### config.mk
export PLATFORM = sky130hd
export DESIGN_NAME = rgb_to_hsv_converter
export DESIGN_NICKNAME = d
export VERILOG_FILES = /design/src/rtl/rgbhsv_pkg.sv /design/src/rtl/rgbhsv_cell.sv /design/src/rtl/rgb_to_hsv_converter.sv
export SDC_FILE = /design/constraint.sdc
export NUM_CORES = 2
export LEC_CHECK = 0
export BUFFER_PORTS_ARGS = -buffer_cell sky130_fd_sc_hd__buf_2
export CAP_MARGIN = 20
export CORE_MARGIN = 4
export CORE_UTILIZATION = 49
export CTS_CLUSTER_SIZE = 12
export DETAILED_ROUTE_END_ITERATION = 7
export MAX_ROUTING_LAYER = met4
export PLACE_DENSITY = 0.75
export REMOVE_ABC_BUFFERS = 1
export SLEW_MARGIN = 20
export SYNTH_ARGS = -nofsm -noshare
export SYNTH_HDL_FRONTEND = slang
export SYNTH_SLANG_ARGS = --single-unit
### constraint.sdc
create_clock -name clk_i -period 2.41 [get_ports clk_i]
set_input_delay 0.1205 -clock clk_i [delete_from_list [all_inputs] [get_ports clk_i]]
set_output_delay 0.1205 -clock clk_i [all_outputs]
set_load 0.03 [all_outputs]
### src/rtl/rgbhsv_pkg.sv
// Shared constants, types and helpers for the RGB to HSV converter.
package rgbhsv_pkg;

  localparam int unsigned CompBits  = 8;
  localparam int unsigned HueBits   = 13;
  localparam int unsigned QuoBits   = 10;   // 960*diff/delta fits below 1024
  localparam int unsigned DivSteps  = QuoBits;
  localparam int unsigned NumCells  = DivSteps;
  localparam int unsigned NumBits   = 18;   // numerators up to 960*255 or 255*255
  localparam int unsigned RemBits   = CompBits + 1;

  localparam logic [HueBits-1:0] HueSector    = 13'd960;
  localparam logic [HueBits-1:0] HueGreenBase = 13'd1920;
  localparam logic [HueBits-1:0] HueBlueBase  = 13'd3840;
  localparam logic [HueBits-1:0] HueFullTurn  = 13'd5760;

  localparam int unsigned InBytes  = (3 * CompBits + 7) / 8;
  localparam int unsigned OutBytes = (HueBits + 2 * CompBits + 7) / 8;

  // Payload that rides along one restoring-division cell.
  typedef struct packed {
    logic                 valid;
    logic [NumBits-1:0]   hue_num;   // shifted numerator of the hue quotient
    logic [RemBits-1:0]   hue_rem;
    logic [QuoBits-1:0]   hue_quo;
    logic [CompBits-1:0]  hue_den;
    logic [NumBits-1:0]   sat_num;
    logic [RemBits-1:0]   sat_rem;
    logic [QuoBits-1:0]   sat_quo;
    logic [CompBits-1:0]  sat_den;
    logic                 neg;
    logic [HueBits-1:0]   base;
    logic                 gray;
    logic [CompBits-1:0]  vmax;
  } cell_t;

endpackage

### src/rtl/rgbhsv_cell.sv
// One restoring-division cell: retires one quotient bit of both divisions.
module rgbhsv_cell (
  input  logic              clk_i,
  input  logic              rst_ni,
  input  logic              en_i,
  input  rgbhsv_pkg::cell_t cell_i,
  output rgbhsv_pkg::cell_t cell_o
);

  rgbhsv_pkg::cell_t cell_d, cell_q;
  logic [rgbhsv_pkg::RemBits:0] hue_try, sat_try;

  // Shift in the next numerator bit and subtract the divisor where it fits
  always_comb begin
    cell_d  = cell_i;
    hue_try = {cell_i.hue_rem, cell_i.hue_num[rgbhsv_pkg::NumBits-1]}
              - {2'b00, cell_i.hue_den};
    sat_try = {cell_i.sat_rem, cell_i.sat_num[rgbhsv_pkg::NumBits-1]}
              - {2'b00, cell_i.sat_den};
    cell_d.hue_num = {cell_i.hue_num[rgbhsv_pkg::NumBits-2:0], 1'b0};
    cell_d.sat_num = {cell_i.sat_num[rgbhsv_pkg::NumBits-2:0], 1'b0};
    if (!hue_try[rgbhsv_pkg::RemBits]) begin
      cell_d.hue_rem = hue_try[rgbhsv_pkg::RemBits-1:0];
    end else begin
      cell_d.hue_rem = {cell_i.hue_rem[rgbhsv_pkg::RemBits-2:0],
                        cell_i.hue_num[rgbhsv_pkg::NumBits-1]};
    end
    if (!sat_try[rgbhsv_pkg::RemBits]) begin
      cell_d.sat_rem = sat_try[rgbhsv_pkg::RemBits-1:0];
    end else begin
      cell_d.sat_rem = {cell_i.sat_rem[rgbhsv_pkg::RemBits-2:0],
                        cell_i.sat_num[rgbhsv_pkg::NumBits-1]};
    end
    cell_d.hue_quo = {cell_i.hue_quo[rgbhsv_pkg::QuoBits-2:0], ~hue_try[rgbhsv_pkg::RemBits]};
    cell_d.sat_quo = {cell_i.sat_quo[rgbhsv_pkg::QuoBits-2:0], ~sat_try[rgbhsv_pkg::RemBits]};
  end

  // Advance the cell, clear it under reset
  always_ff @(posedge clk_i or negedge rst_ni) begin
    if (!rst_ni) begin
      cell_q <= '0;
    end else if (en_i) begin
      cell_q <= cell_d;
    end
  end

  assign cell_o = cell_q;

endmodule

### src/rtl/rgb_to_hsv_converter.sv
// Top level of the RGB to HSV converter: front stage, cell chain, output stage.
//
//  channel | direction | tdata fields (lowest bit first)
//  s_axis  | in        | red[7:0], green[15:8], blue[23:16]
//  m_axis  | out       | hue[12:0], saturation[20:13], brightness[28:21]
//
// One pixel per cycle sustained while m_axis is not stalled; the path is one front register, one
// cell per quotient bit (10 cells, each a 10-bit subtract), one output register.
// Reset clears the valid bits of every stage. A stall on m_axis freezes the
// whole chain; s_axis_tready is low only while the full output stage is held.
module rgb_to_hsv_converter (
  input  logic        clk_i,
  input  logic        rst_ni,
  input  logic        s_axis_tvalid,
  output logic        s_axis_tready,
  input  logic [23:0] s_axis_tdata,   // red, green, blue
  output logic        m_axis_tvalid,
  input  logic        m_axis_tready,
  output logic [31:0] m_axis_tdata    // hue, saturation, brightness, zero pad
);

  localparam int unsigned CB = rgbhsv_pkg::CompBits;

  logic [CB-1:0] red, green, blue, vmax, vmin, delta;
  logic [CB-1:0] dp, dq;
  logic          en;
  logic [rgbhsv_pkg::NumBits-1:0] hue_prod, sat_prod;
  rgbhsv_pkg::cell_t front_d, front_q;
  rgbhsv_pkg::cell_t chain [rgbhsv_pkg::NumCells+1];
  logic [rgbhsv_pkg::HueBits-1:0] hue_d, hue_q;
  logic [CB-1:0] sat_q, val_q;
  logic          out_valid_q;
  rgbhsv_pkg::cell_t last;

  // Advance the whole chain unless the output holds an untaken result
  assign en            = !out_valid_q || m_axis_tready;
  assign s_axis_tready = en;

  assign red   = s_axis_tdata[CB-1:0];
  assign green = s_axis_tdata[2*CB-1:CB];
  assign blue  = s_axis_tdata[3*CB-1:2*CB];

  // Find max, min, sector and the signed difference; form the products and
  // align them with the first quotient bit
  always_comb begin
    vmax = red;
    if (green > vmax) vmax = green;
    if (blue > vmax) vmax = blue;
    vmin = red;
    if (green < vmin) vmin = green;
    if (blue < vmin) vmin = blue;
    delta = vmax - vmin;
    front_d = '0;
    priority if (red == vmax) begin
      dp = green; dq = blue; front_d.base = '0;
    end else if (green == vmax) begin
      dp = blue; dq = red; front_d.base = rgbhsv_pkg::HueGreenBase;
    end else begin
      dp = red; dq = green; front_d.base = rgbhsv_pkg::HueBlueBase;
    end
    hue_prod = ((dp >= dq) ? rgbhsv_pkg::NumBits'(dp - dq)
                           : rgbhsv_pkg::NumBits'(dq - dp))
               * rgbhsv_pkg::NumBits'(rgbhsv_pkg::HueSector);
    sat_prod = rgbhsv_pkg::NumBits'(delta) * rgbhsv_pkg::NumBits'((1 << CB) - 1);
    front_d.valid   = s_axis_tvalid;
    front_d.neg     = dp < dq;
    front_d.gray    = (delta == '0);
    front_d.vmax    = vmax;
    front_d.hue_den = delta;
    front_d.sat_den = vmax;
    front_d.hue_rem = rgbhsv_pkg::RemBits'(hue_prod >> rgbhsv_pkg::QuoBits);
    front_d.sat_rem = rgbhsv_pkg::RemBits'(sat_prod >> rgbhsv_pkg::QuoBits);
    front_d.hue_num = {hue_prod[rgbhsv_pkg::QuoBits-1:0],
                       {(rgbhsv_pkg::NumBits-rgbhsv_pkg::QuoBits){1'b0}}};
    front_d.sat_num = {sat_prod[rgbhsv_pkg::QuoBits-1:0],
                       {(rgbhsv_pkg::NumBits-rgbhsv_pkg::QuoBits){1'b0}}};
  end

  // Register the front stage
  always_ff @(posedge clk_i or negedge rst_ni) begin
    if (!rst_ni) begin
      front_q <= '0;
    end else if (en) begin
      front_q <= front_d;
    end
  end

  assign chain[0] = front_q;

  // Chain of division cells, one quotient bit each
  for (genvar i = 0; i < rgbhsv_pkg::NumCells; i++) begin : g_cell
    rgbhsv_cell u_cell (
      .clk_i  (clk_i),
      .rst_ni (rst_ni),
      .en_i   (en),
      .cell_i (chain[i]),
      .cell_o (chain[i+1])
    );
  end

  assign last = chain[rgbhsv_pkg::NumCells];

  // Place the quotient around the sector base and wrap negatives; gray pixels get hue zero
  always_comb begin
    logic [rgbhsv_pkg::HueBits-1:0] mag;
    mag = rgbhsv_pkg::HueBits'(last.hue_quo);
    if (last.gray) begin
      hue_d = '0;
    end else if (!last.neg) begin
      hue_d = last.base + mag;
    end else if (mag > last.base) begin
      hue_d = last.base + rgbhsv_pkg::HueFullTurn - mag;
    end else begin
      hue_d = last.base - mag;
    end
  end

  // Hold the result until taken
  always_ff @(posedge clk_i or negedge rst_ni) begin
    if (!rst_ni) begin
      out_valid_q <= 1'b0;
    end else if (en) begin
      out_valid_q <= last.valid;
    end
  end

  always_ff @(posedge clk_i) begin
    if (en) begin
      hue_q <= hue_d;
      sat_q <= (last.vmax == '0) ? '0 : CB'(last.sat_quo);
      val_q <= last.vmax;
    end
  end

  assign m_axis_tvalid = out_valid_q;
  assign m_axis_tdata  = {3'b000, val_q, sat_q, hue_q};

  // A result that waits while stalled keeps its payload
  a_hold: assert property (@(posedge clk_i) disable iff (!rst_ni)
    out_valid_q && !m_axis_tready |=> out_valid_q && $stable(m_axis_tdata))
    else $error("result changed while stalled");

  // Hue never leaves its turn
  a_hue_range: assert property (@(posedge clk_i) disable iff (!rst_ni)
    out_valid_q |-> hue_q < rgbhsv_pkg::HueFullTurn)
    else $error("hue out of range");

  // Gray results carry no hue or saturation
  a_gray: assert property (@(posedge clk_i) disable iff (!rst_ni)
    en && last.valid && last.gray |=> hue_q == '0 && sat_q == '0)
    else $error("gray pixel got hue or saturation");

  // Input is refused only while the output is stalled
  a_ready: assert property (@(posedge clk_i) disable iff (!rst_ni)
    !s_axis_tready |-> out_valid_q && !m_axis_tready)
    else $error("input refused without stall");

endmodule
# Yosys cells after proc, flatten, opt, wreduce, memory -nomap -nowiden
# Index checks and enable logic that the tools add are counted.
[word_totals]
elab_cells = 212
regBits = 706
in_bits = 28
[op_classes]
muxes = 31
bitwise_logic = 18
n_reduce_logical = 4
eq_ne = 2
multipliers = 2
n_addsub = 27
magnitude_cmp = 7
[ops]
columns = ["op", "count"]
rows = [
  ["$sub A10 B8 Y10", 18],
  ["$mux W9", 18],
  ["$mux W8", 8],
  ["$mux W13", 2],
  ["$sub A13 B10 Y13", 2],
  ["$lt A8 B8 Y1", 3],
  ["$mux W12", 2],
  ["$mul A18 B4 Y12 const B", 1],
  ["$mux W18", 1],
  ["$not A1 Y1", 18],
  ["$sub A8 B8 Y9", 2],
  ["$eq A8 B8 Y1", 2],
  ["$gt A8 B8 Y1", 2],
  ["$logic_not A8 Y1", 2],
  ["$mul A8 B8 Y16 const B", 1],
  ["$add A13 B10 Y13", 1],
  ["$add A13 B13 Y13 const B", 1],
  ["$gt A10 B13 Y1", 1],
  ["$sub A9 B8 Y10", 1],
  ["$sub A7 B8 Y9", 1],
  ["$ge A8 B8 Y1", 1],
  ["$sub A8 B8 Y8", 1],
  ["$logic_not A1 Y1", 1],
  ["$logic_or A1 B1 Y1", 1],
]

# Depth between registers and ports, before layout
[logic_depth]
depth_word = 10
depth_mapped = 41

# Hierarchy
# Synthesis repeated with hierarchy kept, for this count alone.
[hier_totals]
cells_unflattened = 5223
hier_area_um2 = 61684.2
[by_module_without_submodules]
columns = ["mod", "n_inst", "area_each_um2", "cells_each"]
rows = [
  ["rgbhsv_cell (g_cell[4].u_cell ...)", 6, 5202.5, 423],
  ["rgbhsv_cell (g_cell[0].u_cell ...)", 3, 5117.4, 391],
  ["rgb_to_hsv_converter", 1, 10014.6, 1122],
  ["rgbhsv_cell (g_cell[3].u_cell)", 1, 5102.4, 390],
]

# Worst setup path before layout
# No wires, ideal clock.
[synth_path]
kind = "in2reg"
startpoint = "in s_axis_tdata[3]"
endpoint = "reg front_q, in the netlist chain[1185]"
path_stages = 35
slack_ns = -6.021
arrival_ns = 8.295
setup_ns = 0.135
path_buffers = 1
path_cell_list = "inv_1 > ha_1 > a21o_1 > a21oi_1 > a21oi_1 > nor2b_1 > clkbuf_1 > nor2_1 > a21oi_1 > ha_1 > and4_1 > a21oi_1 > nand2_1 > nor2_1 > mux2_2 > fa_1 > a21o_1 > a21oi_1 > o21bai_1 > a21oi_1 > xor2_1 > inv_1 > fa_1 > inv_1 > fa_1 > inv_1 > fa_1 > fa_1 > ha_1 > a21o_1 > a31oi_1 > o21ai_0 > o41ai_1 > xor2_1 > o21ai_0"
[synth_via]
elab_chain_cells = 6
word_cells_on_any_way = 10
[synth_lines]
columns = ["item", "line_no", "source"]
rows = [
  ["start, declared", "rgb_to_hsv_converter.sv:16", "input logic [23:0] s_axis_tdata,"],
  ["$gt A8 B8 Y1 or $lt A8 B8 Y1 (tied branches)", "rgb_to_hsv_converter.sv:47, rgb_to_hsv_converter.sv:50", ""],
  ["$mux W8 (on tied branches)", "rgb_to_hsv_converter.sv:47, rgb_to_hsv_converter.sv:50", ""],
  ["$gt A8 B8 Y1 or $lt A8 B8 Y1 (tied branches)", "rgb_to_hsv_converter.sv:48, rgb_to_hsv_converter.sv:51", ""],
  ["$mux W8 (on tied branches)", "rgb_to_hsv_converter.sv:48, rgb_to_hsv_converter.sv:51", ""],
  ["$sub A8 B8 Y8 (*)", "rgb_to_hsv_converter.sv:52", "delta = vmax - vmin;"],
  ["net delta[6]", "rgb_to_hsv_converter.sv:24", "logic [CB-1:0] red, green, blue, vmax, vmin, delta;"],
  ["$mul A8 B8 Y16 (*)", "rgb_to_hsv_converter.sv:64", "sat_prod = rgbhsv_pkg::NumBits'(delta) * rgbhsv_pkg::NumBits'((1 << CB) - 1);"],
  ["end signal, assigned", "rgb_to_hsv_converter.sv:84", "front_q <= front_d;"],
  ["end, declared", "rgb_to_hsv_converter.sv:28", "rgbhsv_pkg::cell_t front_d, front_q;"],
]
# The timed path passes the listed nets; every way through them passes the cells marked *.
# A chain may end at the register's enable or synchronous reset.

# Worst setup path in the final report
[layout_path]
startpoint = "in s_axis_tdata[4]"
endpoint = "reg front_q, in the netlist chain[1233]"
[layout_via]
elab_chain_cells = 10
word_cells_on_any_way = 15
[layout_lines]
columns = ["item", "line_no", "source"]
rows = [
  ["$gt A8 B8 Y1", "rgb_to_hsv_converter.sv:47", "if (green > vmax) vmax = green;"],
  ["$mux W8", "rgb_to_hsv_converter.sv:47", ""],
  ["$gt A8 B8 Y1", "rgb_to_hsv_converter.sv:48", "if (blue > vmax) vmax = blue;"],
  ["$mux W8", "rgb_to_hsv_converter.sv:48", ""],
  ["$eq A8 B8 Y1", "rgb_to_hsv_converter.sv:56", "end else if (green == vmax) begin"],
  ["$mux W8", "rgb_to_hsv_converter.sv:56", ""],
  ["$mux W8", "rgb_to_hsv_converter.sv:54", "priority if (red == vmax) begin"],
  ["$sub A8 B8 Y9 (tied with other cells)", "rgb_to_hsv_converter.sv:62", ": rgbhsv_pkg::NumBits'(dq - dp))"],
  ["$mux W18 (*)", "rgb_to_hsv_converter.sv:61", "hue_prod = ((dp >= dq) ? rgbhsv_pkg::NumBits'(dp - dq)"],
  ["$mul A18 B4 Y12 (*)", "rgb_to_hsv_converter.sv:63", "* rgbhsv_pkg::NumBits'(rgbhsv_pkg::HueSector);"],
]
# Mark *: on every way between the ends. The rest lies on a longest branch, timed or not.

==> flow_summary.json <==
{
  "status": "complete, but fails checks",
  "failed_checks": "setup timing",
  "nets": 4880,
  "syn_area_sq_mm": 0.03568,
  "ys_seq_elements": 585,
  "grt.overflow.total": 0,
  "cp_num_buf_inv": 10,
  "drt_iter0_drc": 1685,
  "final_common_cell": "nand2_1",
  "fin_ws_ns": -5.129,
  "antenna_found_initial": 0,
  "dp_slack_ns": -6.027,
  "slowest_stage": "fa_1",
  "cts_num_sinks": 585,
  "post-route-period-util": 3.128,
  "drive_gt1_frac": 0.2123,
  "hpwl_mm": 56.08,
  "clkLatencyLatePin_ns": 0.65,
  "tritoncts": "yes",
  "max_freq_ghz": 0.1326,
  "cts.clk_slew.worst_paths_ns": 0.06,
  "cap_viol_max_count": 0,
  "drv_slew": 0,
  "slew_headroom": 0.5488,
  "min_path_type": "input pin to async pin",
  "synth.area.top_cells": "dfrtp_1 (39%), nand2_1 (9.6%), ha_1 (9.3%)",
  "period_needed_ns": 7.539,
  "yosys.area.top_type": "dfrtp_1",
  "hold_viol": 0,
  "gp_congestion": 0.9267,
  "fill_cells": 5853,
  "rows": 98,
  "wire_per_inst_um": 14.95,
  "setup_viol": 52,
  "ys_seq_area_frac": 0.4144,
  "cp_data_required_time_ns": 2.93,
  "rsz0062_at_grt": "yes",
  "critPathMaxStageDelay_ns": 0.50,
  "grt_pass1_vias": 29400,
  "drtAntennaViolNets": 0,
  "synth_top_area_frac": 0.3900,
  "ys.flop_type": "dfrtp_1",
  "core_area_sq_mm": 0.07185,
  "die_h_um": 277.8,
  "die_area_sq_mm": 0.07720,
  "grt_pass1_wl_mm": 138.2,
  "cts_buffer_depth": 3,
  "tightest_slew_ns": 0.6768,
  "end_kind": "flip-flop",
  "skew_ns": 0.07087,
  "drc": 0,
  "drt_pre_antenna_iters": 5,
  "cts_buffers": 61,
  "grt_start_max_net_pins": 147,
  "ys_types": 80,
  "vias": 29180,
  "viasPerCell": 5.290,
  "syn_inst": 4049,
  "arrival_ns": 8.06,
  "path_delay_family": "compound AO/OA/AOI/OAI gates",
  "h-tree-depth": 2,
  "utilization": 0.6167,
  "rrSetupSlack_ns": -0.10,
  "die_x_um": 277.8,
  "diodes": 0,
  "crit_type": "input pin to flip-flop",
  "grt.total_usage": 0.2129,
  "avgSynthCellArea_sq_um": 8.812,
  "clockRootBuffer": "clkbuf_16",
  "start_util": 0.4966,
  "async_flop_share": 0.9504,
  "numPortBuffers": 58,
  "area_delta_synth_final_pct": 24.19,
  "start_kind": "input pin",
  "final_cell_mix": "nand2_1 (910), dfrtp_1 (556), buf_4 (440)",
  "synth_edf_count": 29,
  "io_pins": 62,
  "critical_path_peak_fanout": 7,
  "wl_mm": 82.44,
  "yosys_warnings": 0
}
[area by class of cell]
class	count	area [sq um]	area share
Clock buffer	91	1769	0.03993
Clock inverter	15	234.0	0.005281
Inverter	353	1340	0.03024
Multi-Input combinational cell	2954	20300	0.4583
Sequential cell	585	14780	0.3337
Tap cell	950	1189	0.02683
Timing Repair Buffer	567	4688	0.1058
[cells by family (layout without fill, tap and decap cells)]
group / count (synthesis) / after routing / synth area share
AOI/OAI and AO/OA: 821 / 821 / 0.1379
muxes: 176 / 176 / 0.05215
xor gates and xnor gates: 105 / 105 / 0.02599
and+or+nand+nor: 1517 / 1518 / 0.1842
buffers and inverters: 513 / 1026 / 0.05565
other: 1 / 3 / 0.0001051
adders and majority gates: 331 / 331 / 0.1297
DFF: 585 / 585 / 0.4144
[through the flow]
step / instance area [sq um] / cells / hold slack, ns / setup TNS (ns)
3_3_place_gp: 40140 / 5328 / 0.08021 / -167.14
2_1_floorplan: 35030 / 3891 / -0.1751 / -
4_1_cts: 43420 / 5497 / 0.01454 / -123.59
6_report: 44310 / 5515 / 0.01721 / -131.64
5_1_grt: 44310 / 5515 / 0.03352 / -146.90
3_5_place_dp: 40140 / 5328 / 0.08240 / -173.98
[sequential cells by signal, indices dropped and copies added, names as in the netlist]
name,count
val_q,8
g_cell.u_cell.cell_o,506
sat_q,8
m_axis_tvalid,1
chain,49
hue_q,13
[path summary, 6_finish.rpt]
check | end | depth (start not counted) | from
max in group asynchronous | g_cell[1].u_cell.cell_o[6]$_DFFE_PN0P_ | 3 | rst_ni
min in group clk_i | g_cell[6].u_cell.cell_o[113]$_DFFE_PN0P_ | 5 | m_axis_tready
worst min register to register | g_cell[1].u_cell.cell_o[63]$_DFFE_PN0P_ | 2 | g_cell[0].u_cell.cell_o[62]$_DFFE_PN0P_
worst min-delay path | g_cell[9].u_cell.cell_o[85]$_DFFE_PN0P_ | 2 | rst_ni
worst max-delay path | chain[1233]$_DFFE_PN0P_ | 41 | s_axis_tdata[4]
worst max register to register | g_cell[0].u_cell.cell_o[94]$_DFFE_PN0P_ | 11 | chain[1252]$_DFFE_PN0P_
[routing by layer]
layer  vias to the layer above  global-route usage  share of wire
li1                      14580                   -              -
met1                     13870              0.2633           0.43
met2                       502              0.3703           0.51
met3                       224             0.02289          0.033
met4                         0             0.06421          0.034
met5                         -                   -              0
[repair_timing]
item,4_1_cts,5_1_grt
gates resized for setup,220,202
hold endpoints to repair,384,0
hold buffers,2,0
setup buffers,61,25
gates cloned,2,0
pin swaps,106,119
setup endpoints to repair,128,183
[worst reg2reg max path, cell delays in order (launching register included)]
cell,delay [ns]
dfrtp_1,0.35
inv_1,0.08
ha_1,0.22
fa_1,0.39
nor2b_1,0.13
o21ai_0,0.12
a21boi_1,0.22
o21ai_1,0.13
a21boi_1,0.19
o21ai_0,0.13
and4_1,0.21
a211o_1,0.22
[synth_stat cells, drive strengths merged (3+ instances only)]
library cell / count
clkbuf: 131
o31ai: 21
nand4: 9
o21bai: 8
nor3: 54
nor4b: 3
ha: 265
o311ai: 4
a21oi: 134
edfxtp: 29
fa: 65
a21o: 32
xor2: 49
or2: 21
a41oi: 4
inv: 353
o41ai: 21
mux2: 46
a21boi: 66
o22ai: 5
a211o: 3
nor2: 235
and2: 12
or4: 20
o21ai: 373
nand2: 917
o211ai: 22
and4: 5
nor3b: 18
dfrtp: 556
nand3: 68
nand3b: 4
a31oi: 80
buf: 29
xnor2: 56
and3: 24
a211oi: 3
or3: 20
nor4: 7
nand2b: 45
o21a: 27
mux2i: 130
nor2b: 52
Power is not shown: default switching activity piles up to over one toggle a cycle in this logic, so the estimate is an artifact.
